**config.mk**
```make
export PLATFORM = sky130hd
export DESIGN_NAME = false_color_lut_interpolator
export DESIGN_NICKNAME = d
export VERILOG_FILES = /design/src/hdl/flc_pkg.sv /design/src/hdl/flc_blend.sv /design/src/hdl/false_color_lut_interpolator.sv
export SDC_FILE = /design/constraint.sdc
export NUM_CORES = 2
export LEC_CHECK = 0
export BUFFER_PORTS_ARGS = -buffer_cell sky130_fd_sc_hd__buf_2
export CAP_MARGIN = 40
export CORE_MARGIN = 3
export CORE_UTILIZATION = 50
export DETAILED_ROUTE_END_ITERATION = 12
export PLACE_DENSITY = 0.76
export SYNTH_ARGS = -nofsm -noshare
export SYNTH_HDL_FRONTEND = slang
export SYNTH_SLANG_ARGS = --single-unit
export TNS_END_PERCENT = 30
```
**constraint.sdc**
```tcl
create_clock -name clock -period 7.67 [get_ports clock]
set_input_delay 1.534 -clock clock [delete_from_list [all_inputs] [get_ports clock]]
set_output_delay 1.534 -clock clock [all_outputs]
set_load 0.1 [all_outputs]
```
**src/hdl/flc_pkg.sv**
```systemverilog
// Shared types and constants for the false-color LUT interpolator.
// No dependencies; used by flc_blend and false_color_lut_interpolator.
`timescale 1ns / 1ps
`default_nettype none

package flc_pkg;

   localparam int STOP_REGS     = 6;
   localparam int DEF_NUM_STOPS = 6;
   localparam int CHAN_W        = 8;
   localparam int COLOR_W       = 3 * CHAN_W;
   localparam int LEVEL_W       = 16;
   localparam int GAIN_W        = 16;
   localparam int DIFF_W        = LEVEL_W + 1;
   localparam int POS_W         = DIFF_W + GAIN_W + 1;
   localparam int STOP_IDX_W    = $clog2(STOP_REGS);
   localparam int CSR_IDX_W     = 3;
   localparam int CSR_DATA_W    = COLOR_W;

   // register indexes
   localparam logic [CSR_IDX_W-1:0] CSR_LEVEL_MIN  = 3'd0;
   localparam logic [CSR_IDX_W-1:0] CSR_LEVEL_GAIN = 3'd1;
   localparam logic [CSR_IDX_W-1:0] CSR_COLOR_0    = 3'd2;

   localparam logic signed [LEVEL_W-1:0] LEVEL_MIN_RESET  = -16'sd512;
   localparam logic [GAIN_W-1:0]         LEVEL_GAIN_RESET = 16'd256;
   // stop 5 in the top bits, stop 0 in the bottom bits
   localparam logic [STOP_REGS*COLOR_W-1:0] COLOR_RESET = {
      24'hFFFFFF, 24'hFFFF00, 24'hFF0000, 24'h000000, 24'h0000FF, 24'h000080
   };

   typedef struct packed {
      logic [COLOR_W-1:0] color_a;
      logic [COLOR_W-1:0] color_b;
      logic [CHAN_W-1:0]  frac;
   } blend_req_type;

   // stop color by index; an index past the last register reads as zero
   function automatic logic [COLOR_W-1:0] pick_color(
      input logic [STOP_REGS*COLOR_W-1:0] colors,
      input logic [STOP_IDX_W-1:0]        idx
   );
      logic [COLOR_W-1:0] result;
      result = '0;
      for (int i = 0; i < STOP_REGS; i++) begin
         if (idx == STOP_IDX_W'(i)) begin
            result = colors[i*COLOR_W +: COLOR_W];
         end
      end
      return result;
   endfunction

endpackage

`default_nettype wire

```
**src/hdl/flc_blend.sv**
```systemverilog
// Blend stage: mixes two stop colors per 8-bit channel with rounding.
// Depends on flc_pkg.
`timescale 1ns / 1ps
`default_nettype none

module flc_blend (
   input  wire logic                       clock,
   input  wire logic                       reset,
   input  wire logic                       in_valid,
   input  wire flc_pkg::blend_req_type     in_req,
   output logic                            out_valid,
   output logic [flc_pkg::COLOR_W-1:0]     out_color
);

   localparam int PROD_W = 2 * flc_pkg::CHAN_W + 1;

   logic                           valid_ff;
   logic [flc_pkg::COLOR_W-1:0]    color_ff;
   logic [flc_pkg::COLOR_W-1:0]    color_in;
   logic [flc_pkg::CHAN_W:0]       inv_frac;

   assign inv_frac = (flc_pkg::CHAN_W + 1)'(1 << flc_pkg::CHAN_W)
                   - {1'b0, in_req.frac};

   always_comb begin
      logic [PROD_W-1:0] mix;
      color_in = '0;
      for (int k = 0; k < 3; k++) begin
         mix = PROD_W'(in_req.color_a[k*flc_pkg::CHAN_W +: flc_pkg::CHAN_W] * inv_frac)
             + PROD_W'(in_req.color_b[k*flc_pkg::CHAN_W +: flc_pkg::CHAN_W] * in_req.frac)
             + PROD_W'(1 << (flc_pkg::CHAN_W - 1));
         color_in[k*flc_pkg::CHAN_W +: flc_pkg::CHAN_W] =
            mix[flc_pkg::CHAN_W +: flc_pkg::CHAN_W];
      end
   end

   always_ff @(posedge clock) begin
      if (reset) begin
         valid_ff <= 1'b0;
      end else begin
         valid_ff <= in_valid;
      end
      color_ff <= color_in;
   end

   assign out_valid = valid_ff;
   assign out_color = color_ff;

endmodule

`default_nettype wire

```
**src/hdl/false_color_lut_interpolator.sv**
```systemverilog
// Top level of the false-color LUT interpolator: register file, level
// scaling and stop selection. Depends on flc_pkg and flc_blend.
`timescale 1ns / 1ps
`default_nettype none

// Maps a signed Q8.8 level to an RGB pixel by linear interpolation
// between color stops.
// Input: a word is taken at each rising edge where start is high and
// busy is low. busy is always low: the pipeline takes one word every
// cycle with no gaps.
// Output: rsp_valid marks one cycle with rsp_red/green/blue. The result
// of a taken word passes four register stages (subtract, multiply, stop
// select, blend) before it is on the ports.
// Throughput: one pixel per clock, set by the fully pipelined datapath.
// The receiver cannot stall; results are never held back.
// Config: csr_we writes csr_wdata into register csr_index (level_min,
// level_gain, color_0..color_5). Write only while no word is in flight.
// Reset (synchronous) empties the pipeline and loads the default
// registers; no clearing pass is needed.
module false_color_lut_interpolator #(
   parameter int NUM_STOPS = flc_pkg::DEF_NUM_STOPS
) (
   input  wire logic                               clock,
   input  wire logic                               reset,
   input  wire logic                               start,
   output logic                                    busy,
   input  wire logic signed [flc_pkg::LEVEL_W-1:0] req_level,
   output logic                                    rsp_valid,
   output logic [flc_pkg::CHAN_W-1:0]              rsp_red,
   output logic [flc_pkg::CHAN_W-1:0]              rsp_green,
   output logic [flc_pkg::CHAN_W-1:0]              rsp_blue,
   input  wire logic                               csr_we,
   input  wire logic [flc_pkg::CSR_IDX_W-1:0]      csr_index,
   input  wire logic [flc_pkg::CSR_DATA_W-1:0]     csr_wdata
);

   localparam int IDX_W = flc_pkg::POS_W - 18;
   localparam logic [IDX_W-1:0] LAST_IDX = IDX_W'(NUM_STOPS - 1);
   localparam logic [flc_pkg::STOP_IDX_W-1:0] LAST_STOP =
      flc_pkg::STOP_IDX_W'(NUM_STOPS - 1);

   // config registers
   logic signed [flc_pkg::LEVEL_W-1:0]               level_min_ff;
   logic [flc_pkg::GAIN_W-1:0]                       level_gain_ff;
   logic [flc_pkg::STOP_REGS*flc_pkg::COLOR_W-1:0]   colors_ff;
   logic [flc_pkg::CSR_IDX_W-1:0]                    color_wr_idx;

   // pipeline
   logic                                 accept;
   logic                                 s1_valid_ff;
   logic signed [flc_pkg::DIFF_W-1:0]    diff_ff;
   logic                                 s2_valid_ff;
   logic signed [flc_pkg::POS_W-1:0]     pos_ff;
   logic signed [flc_pkg::POS_W-1:0]     pos_in;
   logic                                 s3_valid_ff;
   flc_pkg::blend_req_type               blend_req_ff;
   flc_pkg::blend_req_type               blend_req_in;
   logic [IDX_W-1:0]                     pos_idx;
   logic [flc_pkg::STOP_IDX_W-1:0]       sel_a;
   logic [flc_pkg::COLOR_W-1:0]          out_color;

   assign busy   = 1'b0;
   assign accept = start && !busy;

   assign color_wr_idx = csr_index - flc_pkg::CSR_COLOR_0;

   always_ff @(posedge clock) begin
      if (reset) begin
         level_min_ff  <= flc_pkg::LEVEL_MIN_RESET;
         level_gain_ff <= flc_pkg::LEVEL_GAIN_RESET;
         colors_ff     <= flc_pkg::COLOR_RESET;
      end else if (csr_we) begin
         unique case (csr_index)
            flc_pkg::CSR_LEVEL_MIN:  level_min_ff  <= csr_wdata[flc_pkg::LEVEL_W-1:0];
            flc_pkg::CSR_LEVEL_GAIN: level_gain_ff <= csr_wdata[flc_pkg::GAIN_W-1:0];
            default: begin
               for (int i = 0; i < flc_pkg::STOP_REGS; i++) begin
                  if (color_wr_idx == flc_pkg::CSR_IDX_W'(i)) begin
                     colors_ff[i*flc_pkg::COLOR_W +: flc_pkg::COLOR_W] <= csr_wdata;
                  end
               end
            end
         endcase
      end
   end

   // stage 2: position, 16 fraction bits
   assign pos_in = diff_ff * $signed({1'b0, level_gain_ff});

   // stage 3: clamp and pick the two stops; clamped words blend with f = 0
   assign pos_idx = pos_ff[flc_pkg::POS_W-3:16];

   always_comb begin
      priority if (pos_ff[flc_pkg::POS_W-1]) begin
         sel_a = '0;
         blend_req_in.frac = '0;
      end else if (pos_idx >= LAST_IDX) begin
         sel_a = LAST_STOP;
         blend_req_in.frac = '0;
      end else begin
         sel_a = pos_idx[flc_pkg::STOP_IDX_W-1:0];
         blend_req_in.frac = pos_ff[15:8];
      end
      blend_req_in.color_a = flc_pkg::pick_color(colors_ff, sel_a);
      blend_req_in.color_b = flc_pkg::pick_color(colors_ff, sel_a + 1'b1);
   end

   always_ff @(posedge clock) begin
      if (reset) begin
         s1_valid_ff <= 1'b0;
         s2_valid_ff <= 1'b0;
         s3_valid_ff <= 1'b0;
      end else begin
         s1_valid_ff <= accept;
         s2_valid_ff <= s1_valid_ff;
         s3_valid_ff <= s2_valid_ff;
      end
      diff_ff      <= flc_pkg::DIFF_W'(req_level) - flc_pkg::DIFF_W'(level_min_ff);
      pos_ff       <= pos_in;
      blend_req_ff <= blend_req_in;
   end

   // stage 4: per-channel blend
   flc_blend u_blend (
      .clock     (clock),
      .reset     (reset),
      .in_valid  (s3_valid_ff),
      .in_req    (blend_req_ff),
      .out_valid (rsp_valid),
      .out_color (out_color)
   );

   assign rsp_red   = out_color[2*flc_pkg::CHAN_W +: flc_pkg::CHAN_W];
   assign rsp_green = out_color[flc_pkg::CHAN_W +: flc_pkg::CHAN_W];
   assign rsp_blue  = out_color[0 +: flc_pkg::CHAN_W];

`ifndef NO_ASSERTIONS
   a_latency: assert property (@(posedge clock) disable iff (reset)
      accept |-> ##4 rsp_valid)
      else $error("accepted word produced no result after four cycles");

   a_no_phantom: assert property (@(posedge clock) disable iff (reset)
      rsp_valid |-> $past(accept, 4))
      else $error("result without a matching accepted word");

   a_clamp_frac: assert property (@(posedge clock) disable iff (reset)
      s2_valid_ff && pos_ff[flc_pkg::POS_W-1] |=> blend_req_ff.frac == '0)
      else $error("negative position not clamped to first stop");

   a_flat_blend: assert property (@(posedge clock) disable iff (reset)
      s3_valid_ff && blend_req_ff.frac == '0 |=> out_color == $past(blend_req_ff.color_a))
      else $error("zero fraction must pass stop color unchanged");
`endif

endmodule

`default_nettype wire
```
Word level (Yosys, flattened, before mapping)
Cells that the tools add are included.
Widths: inputs -> output; s select.

cells by class
  add/sub/neg operators = 10
  equal/unequal tests = 16
  bitwise operators = 1
  mux-type cells = 14
  reduce and logical (&&, ||, !) cells = 14
  $mul = 7
  $lt $le $gt $ge = 1

operator list
  kind                   count
  $mux 24                12
  $add 16x16->16         3
  $add 16x8->16 const B  3
  $mul 8x8->16           3
  $mul 8x9->16           3
  $mul 17x17->34         1
  $eq 3x2->1 const B     6
  $eq 3x3->1 const B     6
  $reduce_and 3->1       6
  $sub 16x16->17         1
  $ge 16x3->1 const B    1
  $eq 3x1->1 const B     4
  $logic_not 3->1        4
  $sub 9x8->9 const A    1
  $mux 3                 2
  $reduce_and 2->1       2
  $reduce_or 2->1        2
  $add 3x1->3 const B    1
  $sub 3x2->3 const B    1
  $not 1->1              1

storage, ports and cells
  register bits = 311
  input port bits = 47
  output and inout port bits = 26
  logic and storage cells = 81

Depth between registers and ports, before layout
  depth after elaboration = 11
  depth in mapped cells = 28
  depth with buffers taken out = 26

Modules after synthesis
From an unflattened synthesis, not the netlist that was laid out.

second synthesis, totals
  cell total of the unflattened synthesis = 4147
  area, all modules = 36007.0 um^2

by module, submodules not included
  module                        cells an instance  seq. area each (um^2)  area an instance (um^2)  instances
  false_color_lut_interpolator  2593               5545.3                 22014.9                  1
  flc_blend                     1554               500.5                  13992.2                  1

Worst setup path before layout
OpenSTA, ideal clock, no wires.

  path kind = register -> register
  start point = reg blend_req_ff[0] in the netlist's numbering
  end point = reg u_blend.color_ff (netlist bit u_blend.out_color[23])
  period minus slack after synthesis = 6.589 ns
  stages on the path, launching flop included = 25
  data required time = 7.598 ns
  library setup time = 0.072 ns
  setup slack = 1.081 ns
  arrival time = 6.517 ns
  buffers on the path = 2
  path through = dfxtp_1 -> clkbuf_1 -> inv_1 -> ha_1 -> nand2_1 -> or3_1 -> nor3_1 -> clkbuf_1 -> nand2_1 -> fa_1 -> fa_1 -> inv_1 -> fa_1 -> fa_1 -> fa_1 -> inv_1 -> fa_1 -> inv_1 -> ha_1 -> and3_1 -> a31o_2 -> o41a_1 -> a21o_1 -> a21oi_1 -> xnor2_1

between the ends
  longest elaborated chain between the ends = 4
  elaborated cells on any way between the ends = 5
  classes of those cells = add/sub: 3; mul: 2

ends and longest elaborated chain
  what                            line                                 source
  from (decl)                     false_color_lut_interpolator.sv:56   flc_pkg::blend_req_type blend_req_ff;
  from (signal assigned)          false_color_lut_interpolator.sv:120  blend_req_ff <= blend_req_in;
  $sub 9x8->9                     flc_blend.sv:23                      - {1'b0, in_req.frac};
  $mul 8x9->16                    flc_blend.sv:29                      mix = PROD_W'(in_req.color_a[k*flc_pkg::CHAN_W +: flc_pkg::CHAN_W] * inv_frac)
  $add 16x16->16 *                flc_blend.sv:30                      + PROD_W'(in_req.color_b[k*flc_pkg::CHAN_W +: flc_pkg::CHAN_W] * in_req.frac)
  $add 16x8->16 *                 flc_blend.sv:31                      + PROD_W'(1 << (flc_pkg::CHAN_W - 1));
  net u_blend.color_in (one bit)  flc_blend.sv:19                      logic [flc_pkg::COLOR_W-1:0] color_in;
  to (signal assigned)            flc_blend.sv:43                      color_ff <= color_in;
  to (decl)                       flc_blend.sv:18                      logic [flc_pkg::COLOR_W-1:0] color_ff;

The timed path passes the listed nets; every way through them passes the cells marked *.
A chain may end at the register's enable or synchronous reset.

Worst setup path after layout
  start point = reg blend_req_ff[0] in the netlist's numbering
  end point = reg u_blend.color_ff (netlist bit u_blend.out_color[7])

Same word-level chain as after synthesis.

==> results.py <==
metrics = {
    "status": {
        "run_status": "finished clean",
    },
    "placed_design": {
        "detailed_place_hpwl_mm": 68.3,
        "gp_congestion": 0.913,
        "port_buffers": 71,
        "dp_slack_ps": 689,
    },
    "synth": {
        "synth_common_cells": "inv_1 (852), nand2_1 (633), fa_1 (578)",
        "synth-edff-count": 0,
        "ys_ff_latch": 302,
        "synthArstFlopShare_pct": 0,
        "synth_area_leader_cell": "fa_1",
        "ys_warn_count": 0,
        "synth_top_cells_by_area": "fa_1 (32%), dfxtp_1 (17%), ha_1 (10%)",
        "synthFlopType": "dfxtp_1",
        "synthCells": 4076,
        "yosysTopAreaCellShare_pct": 32.4,
        "synthMuxAreaShare_pct": 0.754,
        "synthDistinctLibCells": 67,
        "synth_fp_nets": 5000,
        "synthSimpleGateAreaFrac_pct": 17.7,
        "postSynthAreaPerCell_um2": 8.76,
        "synth_compound_area_share_pct": 8.36,
        "ys_seq_area_share_pct": 16.9,
        "synth_fa_ha_area_share_pct": 42.9,
        "synthesis.area_um2": 35700,
        "synth_top_family_by_area": "adder cells",
        "synth_xor_area_share_pct": 2.01,
        "yosysMostFrequentCell": "inv_1",
    },
    "worst_setup_path": {
        "cp_common_cell": "fa_1",
        "critPathMaxFanout": 15,
        "path_cells": "inv_1, ha_1, nand2_1, or3_1, xor2_2, buf_4, nand2_1, fa_1, fa_1, fa_1, inv_1, fa_1, fa_1, inv_1, fa_1, inv_1, ha_1, o211a_1, o21a_1, nor2_1, o21ai_0, or3_1, a21oi_1, xnor2_1",
        "endpoint_kind": "register",
        "worst_ep_required_time_ps": 8190,
        "worstPathArrival_ps": 7520,
        "critPathMaxStageDelay_ps": 720,
        "cp-start-kind": "register",
        "criticalPathCategory": "register to register",
        "slowest_stage": "xor2_2",
        "ff2ff_path_depth": 24,
    },
    "global_route": {
        "grtUsageTotal_pct": 25.1,
        "grt_pass1_vias": 28100,
        "grt_max_degree": 86,
        "grt-ovfl-total": 0,
        "grt_antenna_before_repair": 4,
        "grt_pass1_wl_mm": 149,
    },
    "floorplan": {
        "chipHeight_um": 273,
        "die_w_um": 273,
        "io_pins": 73,
        "start_util_pct": 50.7,
        "core_um2": 70400,
        "dieArea_um2": 74600,
        "rows": 97,
    },
    "timing": {
        "fin_crit_sh_pct": 91.2,
        "finalHoldViolCount": 0,
        "worstMarginPinSlew_ps": 975,
        "fmax_ghz": 0.143,
        "grt_setup_unrepaired": "no",
        "fin_crit_ps": 7000,
        "fin_setup_tns_ps": 0,
        "fin_skew_ps": 46.3,
        "finalWorstSetupSlack_ps": 673,
        "setup_violations": 0,
        "report.final.slew_viol_count": 0,
        "slew_headroom_pct": 34.8,
    },
    "power_and_ir_drop": {
        "power.density_nw_per_um2": 188,
        "ir_worst_vdd_uv": 286,
        "leakage_uw": 0.0186,
        "finalPower_uw": 7190,
    },
    "detailed_routing": {
        "route.detailed.drc": 0,
        "drtIter0Drc": 2249,
        "post_drt_wl_per_cell_um": 18.2,
        "routed_wl_mm": 91.1,
        "dr_total_vias": 27200,
        "firstDrtPassIters": 6,
        "via_per_inst": 5.42,
        "antenna_left": 0,
    },
    "final_layout": {
        "drive_above_1_share_pct": 6.31,
        "final_nets": 4971,
        "diodes": 0,
        "synthToLayoutAreaGrowth_pct": 7.00,
        "fillCellCount": 6284,
        "multiInputGateArea_um2": 25700,
        "seqCellArea_um2": 6050,
    },
    "worst_hold_path": {
        "holdPathStages": 1,
        "hold_class": "register to register",
    },
    "clock_network": {
        "cts.clk_slew.worst_paths_ps": 70,
        "numCtsBuffers": 34,
        "cts_root_buffer": "clkbuf_16",
        "worstSkewPairLatency_ps": 590,
        "cts_max_path_buffers": 3,
        "htreeDepth": 2,
        "cts_tree": "built",
        "cts_hold_buffers": 0,
        "clock_sinks": 302,
        "cts_setup_buffers": 0,
        "post_cts_resized": 0,
    },
    "job": {
        "drv_cap": 0,
    },
}
## routing by layer
metal	vias up	share of wire [%]	track usage, %
li1	12300	-	-
met2	1164	46	40.7
met1	13400	41	33.9
met3	223	8.7	4.40
met4	4	3.7	9.02
met5	-	0.030	0
## final timing paths
check                                                 from                      endpoint  slack (ps)
worst min register to register          pos_ff[14]$_DFF_P_    blend_req_ff[6]$_SDFF_PP0_         430
worst min-delay path                    pos_ff[14]$_DFF_P_    blend_req_ff[6]$_SDFF_PP0_         430
worst max-delay path            blend_req_ff[0]$_SDFF_PP0_  u_blend.out_color[7]$_DFF_P_         670
worst max register to register  blend_req_ff[0]$_SDFF_PP0_  u_blend.out_color[7]$_DFF_P_         670
## kinds of logic after synthesis
| family | Yosys count |
|---|---|
| flops | 302 |
| xor+xnor | 82 |
| mux | 24 |
| simple gates | 1292 |
| compound gates | 442 |
| other cells | 1 |
| fa+ha+maj | 877 |
| buf+inv | 1056 |
## registers in the layout, indices dropped and copies added, names as in the netlist
signal / flops
colors_ff: 144
level_min_ff: 16
level_gain_ff: 16
s2_valid_ff: 1
pos_ff: 25
blend_req_ff: 56
diff_ff: 17
s1_valid_ff: 1
s3_valid_ff: 1
u_blend.out_valid: 1
u_blend.out_color: 24
## cell type report
type	count	area share, %
Inverter	852	8.37
Clock buffer	46	2.45
Sequential cell	302	15.8
Timing Repair Buffer	139	2.48
Clock inverter	16	0.606
Tap cell	940	3.08
Multi-Input combinational cell	2718	67.2
## layout by cell type, fill, tap and decap left out, types with 12 or more instances in the layout
cell	count
inv_1	852
clkbuf_16	34
nor2_1	91
o22ai_1	26
o21ai_1	15
xor2_1	21
nand2_1	633
nand2b_1	29
nand3b_1	35
dfxtp_1	302
nor2b_1	35
buf_4	64
and2_1	388
o21a_1	12
nor3_1	20
a21oi_1	190
a22oi_1	23
xnor2_1	56
fa_1	578
o21ai_0	30
buf_2	70
a221oi_1	40
a211o_1	31
mux2_2	23
ha_1	298
nand3_1	17
a221o_1	24
## power by group
part / total [uW] / internal [uW] / leakage, uW / switching [uW]
clock: 1750 / 985 / 0.000556 / 760
combinational: 3000 / 974 / 0.0155 / 2020
sequential: 2450 / 1880 / 0.00248 / 570
total: 7190 / 3840 / 0.0186 / 3350
## worst max-delay path: cells and delay by family, from the launching register on
| family | cells | cell delay (ps) |
|---|---|---|
| AO/OA/AOI/OAI | 4 | 680 |
| buffers and inverters | 5 | 540 |
| adder cells (fa/ha/maj) | 8 | 3520 |
| XOR/XNOR | 2 | 850 |
| flip-flops | 1 | 310 |
| AND/OR/NAND/NOR | 5 | 1060 |
## metrics by stage
step	util, %	area [um^2]	hold slack (ps)	std cells
floorplan	-	35700	406	4076
global placement	52.4	36900	411	4946
detailed placement	52.6	37000	412	4951
CTS	54.3	38200	428	5013
global route	54.3	38200	452	5013
finish	54.3	38200	426	5013
(Power assumes the default switching activity.)
